**src/hdl/assert_macros.svh**
```systemverilog
// Assertion macros for the RTL that checks its own behavior.
`ifndef ASSERT_MACROS_SVH
`define ASSERT_MACROS_SVH

// A condition that must hold at every clock edge outside reset.
`define ASSERT_ALWAYS(label, cond, msg) \
	label: assert property (@(posedge clk) disable iff (!arst_n) (cond)) \
	else $error(msg);

// An antecedent that implies a consequent in the same cycle.
`define ASSERT_IMPLY(label, ante, cons, msg) \
	label: assert property (@(posedge clk) disable iff (!arst_n) (ante) |-> (cons)) \
	else $error(msg);

`endif

```
**src/hdl/g3pc_pkg.sv**
```systemverilog
// Types, widths and latencies shared by the three-point centroid block.
`default_nettype none
package g3pc_pkg;
	localparam int COORD_BITS = 12;
	localparam int PIXEL_BITS = 24;
	localparam int FRAC_BITS  = 8;
	localparam int LOG_FRAC   = 16;

	// A positive pixel value fits in the bits below the sign.
	localparam int VAL_W   = PIXEL_BITS - 1;
	localparam int EXP_W   = $clog2(VAL_W);
	localparam int LOG_W   = EXP_W + LOG_FRAC;
	localparam int DIFF_W  = LOG_W + 2;
	localparam int QUO_W   = FRAC_BITS + 2;
	localparam int OFF_W   = FRAC_BITS + 2;
	localparam int POS_W   = COORD_BITS + FRAC_BITS;
	localparam int LOG_LAT = LOG_FRAC + 1;
	localparam int DIV_LAT = QUO_W + 3;
	localparam int SIDE_LAT = LOG_LAT + 1 + DIV_LAT;

	typedef struct packed {
		logic        [COORD_BITS-1:0] peak_x;
		logic        [COORD_BITS-1:0] peak_y;
		logic signed [PIXEL_BITS-1:0] center_value;
		logic signed [PIXEL_BITS-1:0] left_value;
		logic signed [PIXEL_BITS-1:0] right_value;
		logic signed [PIXEL_BITS-1:0] up_value;
		logic signed [PIXEL_BITS-1:0] down_value;
	} item_t;

	typedef struct packed {
		logic [POS_W-1:0] center_x;
		logic [POS_W-1:0] center_y;
		logic             fit_ok;
	} result_t;
endpackage
`default_nettype wire

```
**src/hdl/g3pc_axis_div.sv**
```systemverilog
// Pipelined rounded divide for one axis offset, one quotient bit per stage.
`default_nettype none
module g3pc_axis_div import g3pc_pkg::*; (
	input  wire logic                     clk,
	input  wire logic                     en,
	input  wire logic signed [DIFF_W-1:0] num,
	input  wire logic signed [DIFF_W-1:0] den,
	output logic signed      [OFF_W-1:0]  offset,
	output logic                          den_zero
);
	localparam int NW = DIFF_W + FRAC_BITS + 1;
	localparam int DW = DIFF_W + 1;
	localparam int CW = DW + QUO_W;

	logic [DIFF_W-1:0] abs_num, abs_den;
	assign abs_num = num[DIFF_W-1] ? DIFF_W'(-num) : DIFF_W'(num);
	assign abs_den = den[DIFF_W-1] ? DIFF_W'(-den) : DIFF_W'(den);

	logic [NW-1:0] dividend_s1;
	logic [DW-1:0] divisor_s1;
	logic          neg_s1, numz_s1, dz_s1;

	// Rounding is folded in: (n + d/2) with d = 2|den| adds |den|.
	always_ff @(posedge clk) begin
		if (en) begin
			dividend_s1 <= (NW'(abs_num) << FRAC_BITS) + NW'(abs_den);
			divisor_s1  <= DW'(abs_den) << 1;
			neg_s1      <= num[DIFF_W-1] != den[DIFF_W-1];
			numz_s1     <= num == '0;
			dz_s1       <= den == '0;
		end
	end

	logic [CW-1:0]    rem_q  [QUO_W+1];
	logic [CW-1:0]    dvs_q  [QUO_W+1];
	logic [QUO_W-1:0] quo_q  [QUO_W+1];
	logic             sat_q  [QUO_W+1];
	logic             neg_q  [QUO_W+1];
	logic             numz_q [QUO_W+1];
	logic             dz_q   [QUO_W+1];

	always_ff @(posedge clk) begin
		if (en) begin
			rem_q[0]  <= CW'(dividend_s1);
			dvs_q[0]  <= CW'(divisor_s1);
			quo_q[0]  <= '0;
			sat_q[0]  <= CW'(dividend_s1) >= (CW'(divisor_s1) << QUO_W);
			neg_q[0]  <= neg_s1;
			numz_q[0] <= numz_s1;
			dz_q[0]   <= dz_s1;
		end
	end

	for (genvar k = 0; k < QUO_W; k++) begin : g_bit
		logic [CW-1:0] trial;
		logic          fits;
		assign trial = dvs_q[k] << (QUO_W - 1 - k);
		assign fits  = rem_q[k] >= trial;
		always_ff @(posedge clk) begin
			if (en) begin
				rem_q[k+1]  <= fits ? rem_q[k] - trial : rem_q[k];
				quo_q[k+1]  <= quo_q[k] | (QUO_W'(fits) << (QUO_W - 1 - k));
				dvs_q[k+1]  <= dvs_q[k];
				sat_q[k+1]  <= sat_q[k];
				neg_q[k+1]  <= neg_q[k];
				numz_q[k+1] <= numz_q[k];
				dz_q[k+1]   <= dz_q[k];
			end
		end
	end

	localparam logic [QUO_W-1:0] LIM = QUO_W'(1) << FRAC_BITS;
	logic [QUO_W-1:0] mag;
	assign mag = (sat_q[QUO_W] || quo_q[QUO_W] > LIM) ? LIM : quo_q[QUO_W];

	always_ff @(posedge clk) begin
		if (en) begin
			if (numz_q[QUO_W]) begin
				offset <= '0;
			end else if (neg_q[QUO_W]) begin
				offset <= -$signed(OFF_W'(mag));
			end else begin
				offset <= $signed(OFF_W'(mag));
			end
			den_zero <= dz_q[QUO_W];
		end
	end
endmodule
`default_nettype wire

```
**config.mk**
```make
export PLATFORM = sky130hd
export DESIGN_NAME = g3pc_axis_div
export DESIGN_NICKNAME = d
export VERILOG_FILES = /design/src/hdl/assert_macros.svh /design/src/hdl/g3pc_pkg.sv /design/src/hdl/g3pc_axis_div.sv
export SDC_FILE = /design/constraint.sdc
export NUM_CORES = 1
export LEC_CHECK = 0
export BUFFER_PORTS_ARGS = -buffer_cell sky130_fd_sc_hd__buf_2
export CORE_ASPECT_RATIO = 1.25
export CORE_MARGIN = 10
export CORE_UTILIZATION = 50
export DETAILED_ROUTE_END_ITERATION = 7
export PLACE_DENSITY_LB_ADDON = 0.2
export SETUP_SLACK_MARGIN = 0.2
export SLEW_MARGIN = 20
export SYNTH_ARGS = -nofsm -noshare
export SYNTH_HDL_FRONTEND = slang
export SYNTH_SLANG_ARGS = --single-unit
```
**constraint.sdc**
```tcl
create_clock -name clk -period 7.6 [get_ports clk]
set_input_delay 0.38 -clock clk [delete_from_list [all_inputs] [get_ports clk]]
set_output_delay 0.38 -clock clk [all_outputs]
set_load 0.005 [all_outputs]
```
# Word level (Yosys, flattened, before mapping)
# Memories as Yosys holds them, arrays and structs flattened. A register that Yosys moved wholly into a read port is not among the register bits.
# Cells that the tools add are included.
# word_totals
mem_bits_rw	902
latch_bits	0
mem_bits_ro	0
regBits	68
word_cells	69
n_memories	7
inputBits	48
# mem_list
name	words	width	rd	rd_clocked_by_memory_dff	write_ports	line_no	text
dvs_q	11	34	10	0	11	g3pc_axis_div.sv:35	logic [CW-1:0] dvs_q [QUO_W+1];
rem_q	11	34	10	0	11	g3pc_axis_div.sv:34	logic [CW-1:0] rem_q [QUO_W+1];
quo_q	11	10	11	0	11	g3pc_axis_div.sv:36	logic [QUO_W-1:0] quo_q [QUO_W+1];
dz_q	11	1	11	1	11	g3pc_axis_div.sv:40	logic dz_q [QUO_W+1];
neg_q	11	1	11	0	11	g3pc_axis_div.sv:38	logic neg_q [QUO_W+1];
numz_q	11	1	11	0	11	g3pc_axis_div.sv:39	logic numz_q [QUO_W+1];
1 more memories	--	--	--	--	--	--	
# op_classes
n_bitwise	10
addsub	14
mux	16
order_cmp	12
n_div	0
reduce_logical	3
n_eq_ne	1
multipliers	0
shift	0
# op_table
op	n
34-bit >= comparator	10
34-bit two-way mux	10
34-bit subtractor	10
23-bit logical NOT	2
23-bit two-way mux	2
23-bit negator	2
32-bit by 34-bit >= comparator with 1-bit output	1
31-bit by 23-bit adder with 32-bit output	1
10-bit two-way mux	2
10-bit by 9-bit > comparator with 1-bit output (second input constant)	1
10-bit negator	1
10-bit by 1-bit OR with 10-bit output	1
10-bit OR	1
10-bit by 2-bit OR with 10-bit output	1
10-bit by 3-bit OR with 10-bit output	1
10-bit by 4-bit OR with 10-bit output	1
10-bit by 5-bit OR with 10-bit output	1
10-bit by 6-bit OR with 10-bit output	1
10-bit by 7-bit OR with 10-bit output	1
10-bit by 8-bit OR with 10-bit output	1
10-bit by 9-bit OR with 10-bit output	1
1-bit two-way mux	2
1-bit logical OR	1
1-bit != test	1

# Logic depth before layout (Yosys ltp)
# Gate-level depths: netlist (run 1).
# An unclocked memory read counts as a cell.
# depth
depth_word	6
depth_mapped	18
depth_no_buf	18

# Worst setup path before layout (run 1)
# OpenSTA, ideal clock, no wires.
# synth_path
kind	input -> register
startpoint	in den[1]
endpoint	reg dividend_s1[20], data pin
cell_stages	16
n_path_buf	0
setup_slack_ps	4022
arrival_time_ps	3318
cell_sequence	inv_1 > ha_1 > nor3b_1 > nand2_1 > o41ai_1 > xnor2_1 > ha_1 > a21o_1 > a21oi_1 > a2bb2oi_1 > a32o_1 > o21ai_2 > nand2_1 > maj3_1 > maj3_2 > xor2_1
# synth_between
elab_chain_cells	3
# synth_lines
element	line_no	text
start, declared	g3pc_axis_div.sv:7	input wire logic signed [DIFF_W-1:0] den,
23-bit negator	g3pc_axis_div.sv:17	assign abs_den = den[DIFF_W-1] ? DIFF_W'(-den) : DIFF_W'(den);
23-bit two-way mux	g3pc_axis_div.sv:17	
named net abs_den[10]	g3pc_axis_div.sv:15	logic [DIFF_W-1:0] abs_num, abs_den;
31-bit by 23-bit adder with 32-bit output	g3pc_axis_div.sv:26	dividend_s1 <= (NW'(abs_num) << FRAC_BITS) + NW'(abs_den);
end signal, assigned	g3pc_axis_div.sv:26	
end, declared	g3pc_axis_div.sv:19	logic [NW-1:0] dividend_s1;
# The timed path passes the listed nets, and every way through them passes these cells.
# A chain may end at the register's enable or synchronous reset.

==> results of run 1 <==
[how the worst min path moves through the flow]
| stage | start | to | slack (ns) |
|---|---|---|---|
| final | den[5] | dividend_s1[5] | 0.11 |
| after global routing | den[5] | dividend_s1[5] | 0.11 |
| after CTS | den[5] | dividend_s1[5] | 0.07 |
| after detailed placement | dz_q[0] | dz_q[1] | 0.40 |
| after global placement | quo_q[7][5] | quo_q[8][5] | 0.40 |
| after floorplan | dz_q[10] | den_zero | 0.40 |
[cells in the final DEF (no fill, tap or decap), types with 19 or more instances in the layout]
cell type,count
xnor2_1,152
a211oi_1,22
nand2_1,199
or3_1,23
inv_1,333
nor2b_1,35
ha_1,264
a21oi_1,225
xor2_1,118
o21a_1,37
a31oi_1,27
nand4_1,40
nand2b_1,45
clkbuf_16,70
mux2_2,61
edfxtp_1,669
nor4_1,31
nor2_1,205
o21ai_0,186
nand3_1,38
nor3_1,48
o21bai_1,19
o31ai_1,26
buf_2,57
a21o_1,103
[cells by family after synthesis]
kind of cell               after synthesis  share of synthesized area [%]
and+or+nand+nor                        768                           10.4
adders and majority gates              277                           9.54
DFF                                    669                           54.2
AOI/OAI and AO/OA                      771                           13.2
buffers and inverters                  390                           4.04
muxes                                   68                           2.04
xor gates and xnor gates               273                           6.56
other                                    1                         0.0101
[through the flow]
stage          util (%)  worst slack [ns]  hold WS, ns  power, uW
4_1_cts            55.4              3.27       0.0724      13600
5_1_grt            55.4              3.11        0.108      14400
6_report           55.4              3.37        0.114      13500
3_3_place_gp       52.4              3.37        0.400      10100
3_5_place_dp       52.4              3.28        0.405      10300
2_1_floorplan         -              4.02        0.400       9120
[critical path: stages (launching register included)]
cell and delay, ns:
edfxtp_1 0.41, ha_1 0.25, fa_1 0.42, nor2b_1 0.14
o21ai_1 0.08, a21boi_0 0.28, o21ai_1 0.19, a2111oi_1 0.66
o21ai_0 0.36, a41o_1 0.36, and2_1 0.16, buf_4 0.24
a211oi_1 0.31, xor2_1 0.10
[report_power, final]
part / switching [uW] / internal, uW
Sequential: 414 / 5120
Clock: 1400 / 1840
Combinational: 2650 / 2100
Total: 4470 / 9060
[state kept, by name, summed over array words and instances, names as in the netlist]
| name | cells |
|---|---|
| dz_s1 | 1 |
| divisor_s1 | 15 |
| numz_q | 11 |
| neg_q | 11 |
| rem_q | 338 |
| neg_s1 | 1 |
| quo_q | 55 |
| numz_s1 | 1 |
| offset | 10 |
| dividend_s1 | 32 |
| dz_q | 11 |
| dvs_q | 171 |
| sat_q | 11 |
| den_zero | 1 |
[layer usage]
metal	up-vias	GRT usage, %
met5	-	0
met2	473	36.4
li1	12000	-
met1	11600	15.1
met3	214	2.22
met4	0	12.0
[layout make-up]
| cell class | instances | area (sq um) | area share (%) |
|---|---|---|---|
| Sequential cell | 669 | 20100 | 49.4 |
| Multi-Input combinational cell | 2158 | 15500 | 38.1 |
| Clock buffer | 80 | 1790 | 4.40 |
| Inverter | 333 | 1250 | 3.07 |
| Tap cell | 960 | 1200 | 2.95 |
| Timing Repair Buffer | 77 | 478 | 1.17 |
| Clock inverter | 47 | 389 | 0.956 |
[timing repair]
action | CTS | global route
endpoints found under the hold margin | 1 | 0
buffers inserted | 0 | 0
hold buffers | 1 | 0
==> impl_results.md, run 1 <==
- Status: complete, no violations
- Initial Util: 50.4%
- Synth Register Bits: 669
- Unique masters post-synth: 97
- Final Non-Filler Cells: 4324
- Avg Inst Size Synth: around 12 sq um
- DR top layer: met4
- Post-Route WL: 76300 um
- Primary FF master, synth: edfxtp_1
- Most common cell in the netlist: edfxtp_1
- Hold violation count in the final report: 0
- TritonCTS clock tree: built
- CP Launch Type: register
- Die Width: approximately 260 um
- Sequential fraction of the synthesis area: 54.2%
- Cell count of the worst reg-to-reg path: 13
- FMAX: 237 MHz
- Met3 wire len: slightly below 2000 um
- Synth warn: 0
- DRT antenna net count: 0
- Synth area leader: edfxtp_1
- FF-to-FF Start: rem_q[2][0]
- RD Place Congestion: 0.986
- WS Path Type: reg -> reg
- Hold Crit Class: in -> reg
- Share of the synthesized area in the top cell type: 54.2%
- Antenna cells: 0
- Vias in the first global route: ~26k
- H-tree level count: 3
- Core ar.: around 0.073 sq mm
- Via count: 24.2k
- Clock buffer depth: 3
- Worst Setup EP: rem_q[3][31]
- Layout cells sized above 1: 8.32%
- Placed Cells: 4195
- Finish-stage setup viols: 0
- First-pass DRT Iterations: 8
- Slew HR: between 30% and 40%
- Filler Cell Count: 6061
- Port Buffers: 58
- Clock latency at the later pin of the worst-skew pair: roughly 0.62 ns
- Cell area after layout: between 0.04 and 0.05 sq mm
- CP Max Fanout: 44
- Area growth syn-to-layout: 9.85%
- Metal-1 WL: approximately 26000 um
- Antenna violations before repair: 0
- End of the worst register-to-register path: rem_q[3][31]
- Remaining Overflow, GRT: 0
- Number of synthesized flops with an enable pin: ~670
- Clock root buffer master: clkbuf_16
- Routed wire length on met2: 44000 um
- Setup TNS: 0 ns
- CTS-repair resized insts: 0
- Most frequent cells after synthesis: edfxtp_1 (669), inv_1 (333), ha_1 (264)
- Post-place instance area: 0.0385 sq mm
- Fin crit share: ~56%
- Number of CTS-inserted buffers: 70
- Residual DRC: 0
- Routed length per placed instance: 17.6 um
- Die Area: 0.0854 sq mm
- # IOs: 59
- Number of DRC markers in iteration 0: about 1.4k
- # rows: approximately 110
- Mapped Area: 0.0370 sq mm
- Global-route wire length before repair: 124000 um
- Worst-Margin Slew: 0.961 ns
- Hold depth: 2
- Worst Setup SP: rem_q[2][0]
- Die height: 324 um
- Final setup skew: 0.0174 ns
- VDD IR max: 211 uV
- Final Net Count: 3631
- Sink Count: 669
- Synth top area cells: edfxtp_1 (54%), ha_1 (8.9%), xnor2_1 (3.6%), inv_1 (3.4%), a21oi_1 (3.1%)
- Power Density: 333 mW/mm^2
- Synthesized Nets: roughly 3.5k
- Leak: between 0.015 and 0.02 uW
- R2R Setup Slk: 3.37 ns
- Post-synthesis async set-or-reset flop share: 0%
- Pins Over Slew Limit: 0
- Vias per cell: 5.61
- Required @ worst endpoint: 7.95 ns
- Pin count of the biggest net entering global routing: approximately 170
- Maxcap violations: 0
- Tmin final: ~4.2 ns
- WP data arrival: 4.58 ns
- Reg clk slew, reported paths: around 0.060 ns
- CP endpoint kind: register
- Total GRT Usage: between 10% and 20%
- RSZ-0062 raised after global routing: no
- Post-Synthesis Cells: 3217
- Post-DP HPWL: 58400 um
Note: power is estimated with default switching activity, not from simulation.
==> run 2, diff against run 1 <==
clock period = 4.2 ns   (was 7.6 ns; I/O delays follow)
==> run 2 against run 1 <==
Fmax increased by 11%. Setup slack got worse by 3.0 ns. Die area unchanged. Largest cell class unchanged. Flip-flop and latch count unchanged. Clock power increased by 92%. Power increased by 85%. Register-to-register slack got worse by 3.0 ns. Count of clock-buffer cells in the layout decreased by 2. Clock skew decreased by 0.0012 ns. Critical endpoint is now rem_q[8][33]. Non-clock buffer count increased by 51.
==> impl_results.md, run 2 (same netlist as run 1, synthesis figures left out) <==
- Routed length per placed instance: 18.3 um (+3.8%)
- Pins Over Slew Limit: 0 (unchanged)
- # IOs: 59 (unchanged)
- Max reg flops: 338 (unchanged)
- Worst Setup SP: rem_q[7][3]
- Commonest non-fill, non-tap cell in the layout: edfxtp_1
- Via count: 24.2k (-0.28%)
- Final Non-Filler Cells: 4373 (+1.1%)
- Largest regs: rem_q: 338 flops, dvs_q: 171 flops, quo_q: 55 flops
- Hold Crit Class: in -> reg
- Vias per cell: 5.53 (-1.4%)
- FMAX: 263 MHz (+11%)
- Post-Route WL: 80100 um (+5.0%)
- Largest reg by FF count: rem_q
- VDD IR max: 381 uV (+81%)
- Sink Count: 669 (unchanged)
- Finish-stage setup viols: 0 (unchanged)
- WS Path Type: reg -> reg
- Pre-CTS WS: 0.168 ns (-3.11 ns)
- Pin count of the biggest net entering global routing: 98 (-42%)
- Final hold slack: 0.0270 ns (-0.0870 ns)
- H-tree level count: 3 (unchanged)
- Die Width: 263 um (unchanged)
- Final setup skew: 0.0161 ns (-0.00125 ns)
- Residual DRC: 0 (unchanged)
- Global-route wire length before repair: 128000 um (+2.9%)
- Maxcap violations: 0 (unchanged)
- Setup TNS: 0 ns (unchanged)
- Slew HR: 42.2% (+6.8 points)
- CP Launch Type: register
- Final Net Count: 3682 (+1.4%)
- Die Area: 0.0854 sq mm (unchanged)
- Area growth syn-to-layout: 11.7%
- Tmin final: 3.80 ns (-0.424 ns)
- Clock buffer depth: 3 (unchanged)
- Reg clk slew, reported paths: 0.06 ns (about the same)
- Status: complete, no violations
- Vias in the first global route: 25.7k (+0.20%)
- Die height: 324 um (unchanged)
- Antenna violations before repair: 0 (unchanged)
- Hold violation count in the final report: 0 (unchanged)
- Number of DRC markers in iteration 0: 1266 (-11%)
- Total GRT Usage: 18.5% (+0.85 points)
- RD Place Congestion: 0.963 (-2.4%)
- DRT antenna net count: 0 (unchanged)
- Antenna cells: 0 (unchanged)
- Initial Util: 50.4% (unchanged)
- Clock root buffer master: clkbuf_16
- TritonCTS clock tree: built
- R2R Setup Slk: 0.40 ns (-2.98 ns)
- Core ar.: 0.0735 sq mm (unchanged)
- Cell count of the worst reg-to-reg path: 13 (unchanged)
- Worst Slack Setup Final: 0.398 ns (-2.98 ns)
- Clock latency at the later pin of the worst-skew pair: 0.62 ns (about the same)
- Remaining Overflow, GRT: 0 (unchanged)
- Most frequent cells in the layout: edfxtp_1 (669), inv_1 (333), ha_1 (264)
- FF-to-FF Start: rem_q[7][3]
- Placed Cells: 4233 (+0.91%)
- Leak: 0.0166 uW (+2.3%)
- Number of CTS-inserted buffers: 70 (unchanged)
- Hold_sp: num[0]
- Post-DP HPWL: 62400 um (+7.0%)
- First-pass DRT Iterations: 8 (unchanged)
- CP endpoint kind: register
- Port Buffers: 58 (unchanged)
- Post-CTS Setup Inserts: 0 (unchanged)
- CP Max Fanout: 3 (-93%)
- Fin crit share: 90.5% (+35 points)
- # rows: 111 (unchanged)
- End of the worst register-to-register path: rem_q[8][33]
- Required @ worst endpoint: 4.55 ns (-3.40 ns)
- Layout cells sized above 1: 9.73% (+1.4 points)
- Worst-Margin Slew: 0.866 ns (-0.0943 ns)
- WP data arrival: 4.16 ns (-0.42 ns)
- Hold depth: 2 (unchanged)
- RSZ-0062 raised after global routing: no
- Worst Hold Path EP: dividend_s1[8]
- Power Density: 606 mW/mm^2 (+82%)
run 2: cell types whose count changed in the layout (fill, tap and decap cells not counted), sizes merged:
cell	change
clkinvlp	-2
clkbuf	-2
dlygate4sd3	+13
bufinv	+5
buf	+38
clkinv	-3
run 2: area by class of cell:
class / instances / area [sq um]
inverter: 333 / 1250
timing repair buffer: 128 / 981
tap: 960 / 1200
clock buffer: 78 / 1850
clock inverter: 47 / 468
sequential: 669 / 20100
multi-input combinational: 2158 / 15500
fill: 6070 / 32100
run 2: per-layer routing:
layer	track usage (%)	vias up	wire length (um)
met5	0	-	0
met4	10.7	0	4420
met3	2.58	208	2220
met2	39.6	462	47900
met1	15.1	11400	25500
li1	-	12100	-
run 2: through the flow:
| stage | cell area [sq um] | util [%] | total power, uW |
|---|---|---|---|
| 2_1_floorplan | 37000 | - | 16500 |
| 3_3_place_gp | 38900 | 52.9 | 18600 |
| 3_5_place_dp | 38900 | 52.9 | 18900 |
| 4_1_cts | 41300 | 56.2 | 25200 |
| 5_1_grt | 41400 | 56.3 | 26700 |
| 6_report | 41400 | 56.3 | 25100 |
run 2: power breakdown:
group	internal [uW]	leakage, uW	total (uW)	switching, uW
sequential	9270	0.00649	10000	772
clock	3720	0.00114	6240	2520
combinational	3880	0.00896	8790	4910
total	16900	0.0166	25100	8200
run 2: how the worst max path moves through the flow:
stage	end	slack [ns]	cells after the start
floorplan	dividend_s1[20]	0.79	16
global placement	rem_q[1][12]	0.22	13
detailed placement	rem_q[1][29]	0.17	13
CTS	rem_q[1][29]	0.21	13
global route	dividend_s1[25]	0.19	18
finish	rem_q[8][33]	0.40	13
run 2: critical path: stages, from the launching register on:
cell and delay (ns):
edfxtp_1 0.42, inv_1 0.10, ha_1 0.19, fa_1 0.23
nand2b_1 0.12, a21oi_1 0.08, o21ai_0 0.38, a211oi_1 0.22
o21ai_0 0.54, a211oi_1 0.24, o41ai_2 0.41, nand4b_1 0.23
nor4_1 0.28, xor2_1 0.10
run 2: what timing repair did:
item,CTS,global route
gates resized for setup,0,10
hold endpoints to repair,15,0
hold buffers,14,0
gates cloned,0,0
endpoints found under the setup margin,20,43
pin swaps,1,0
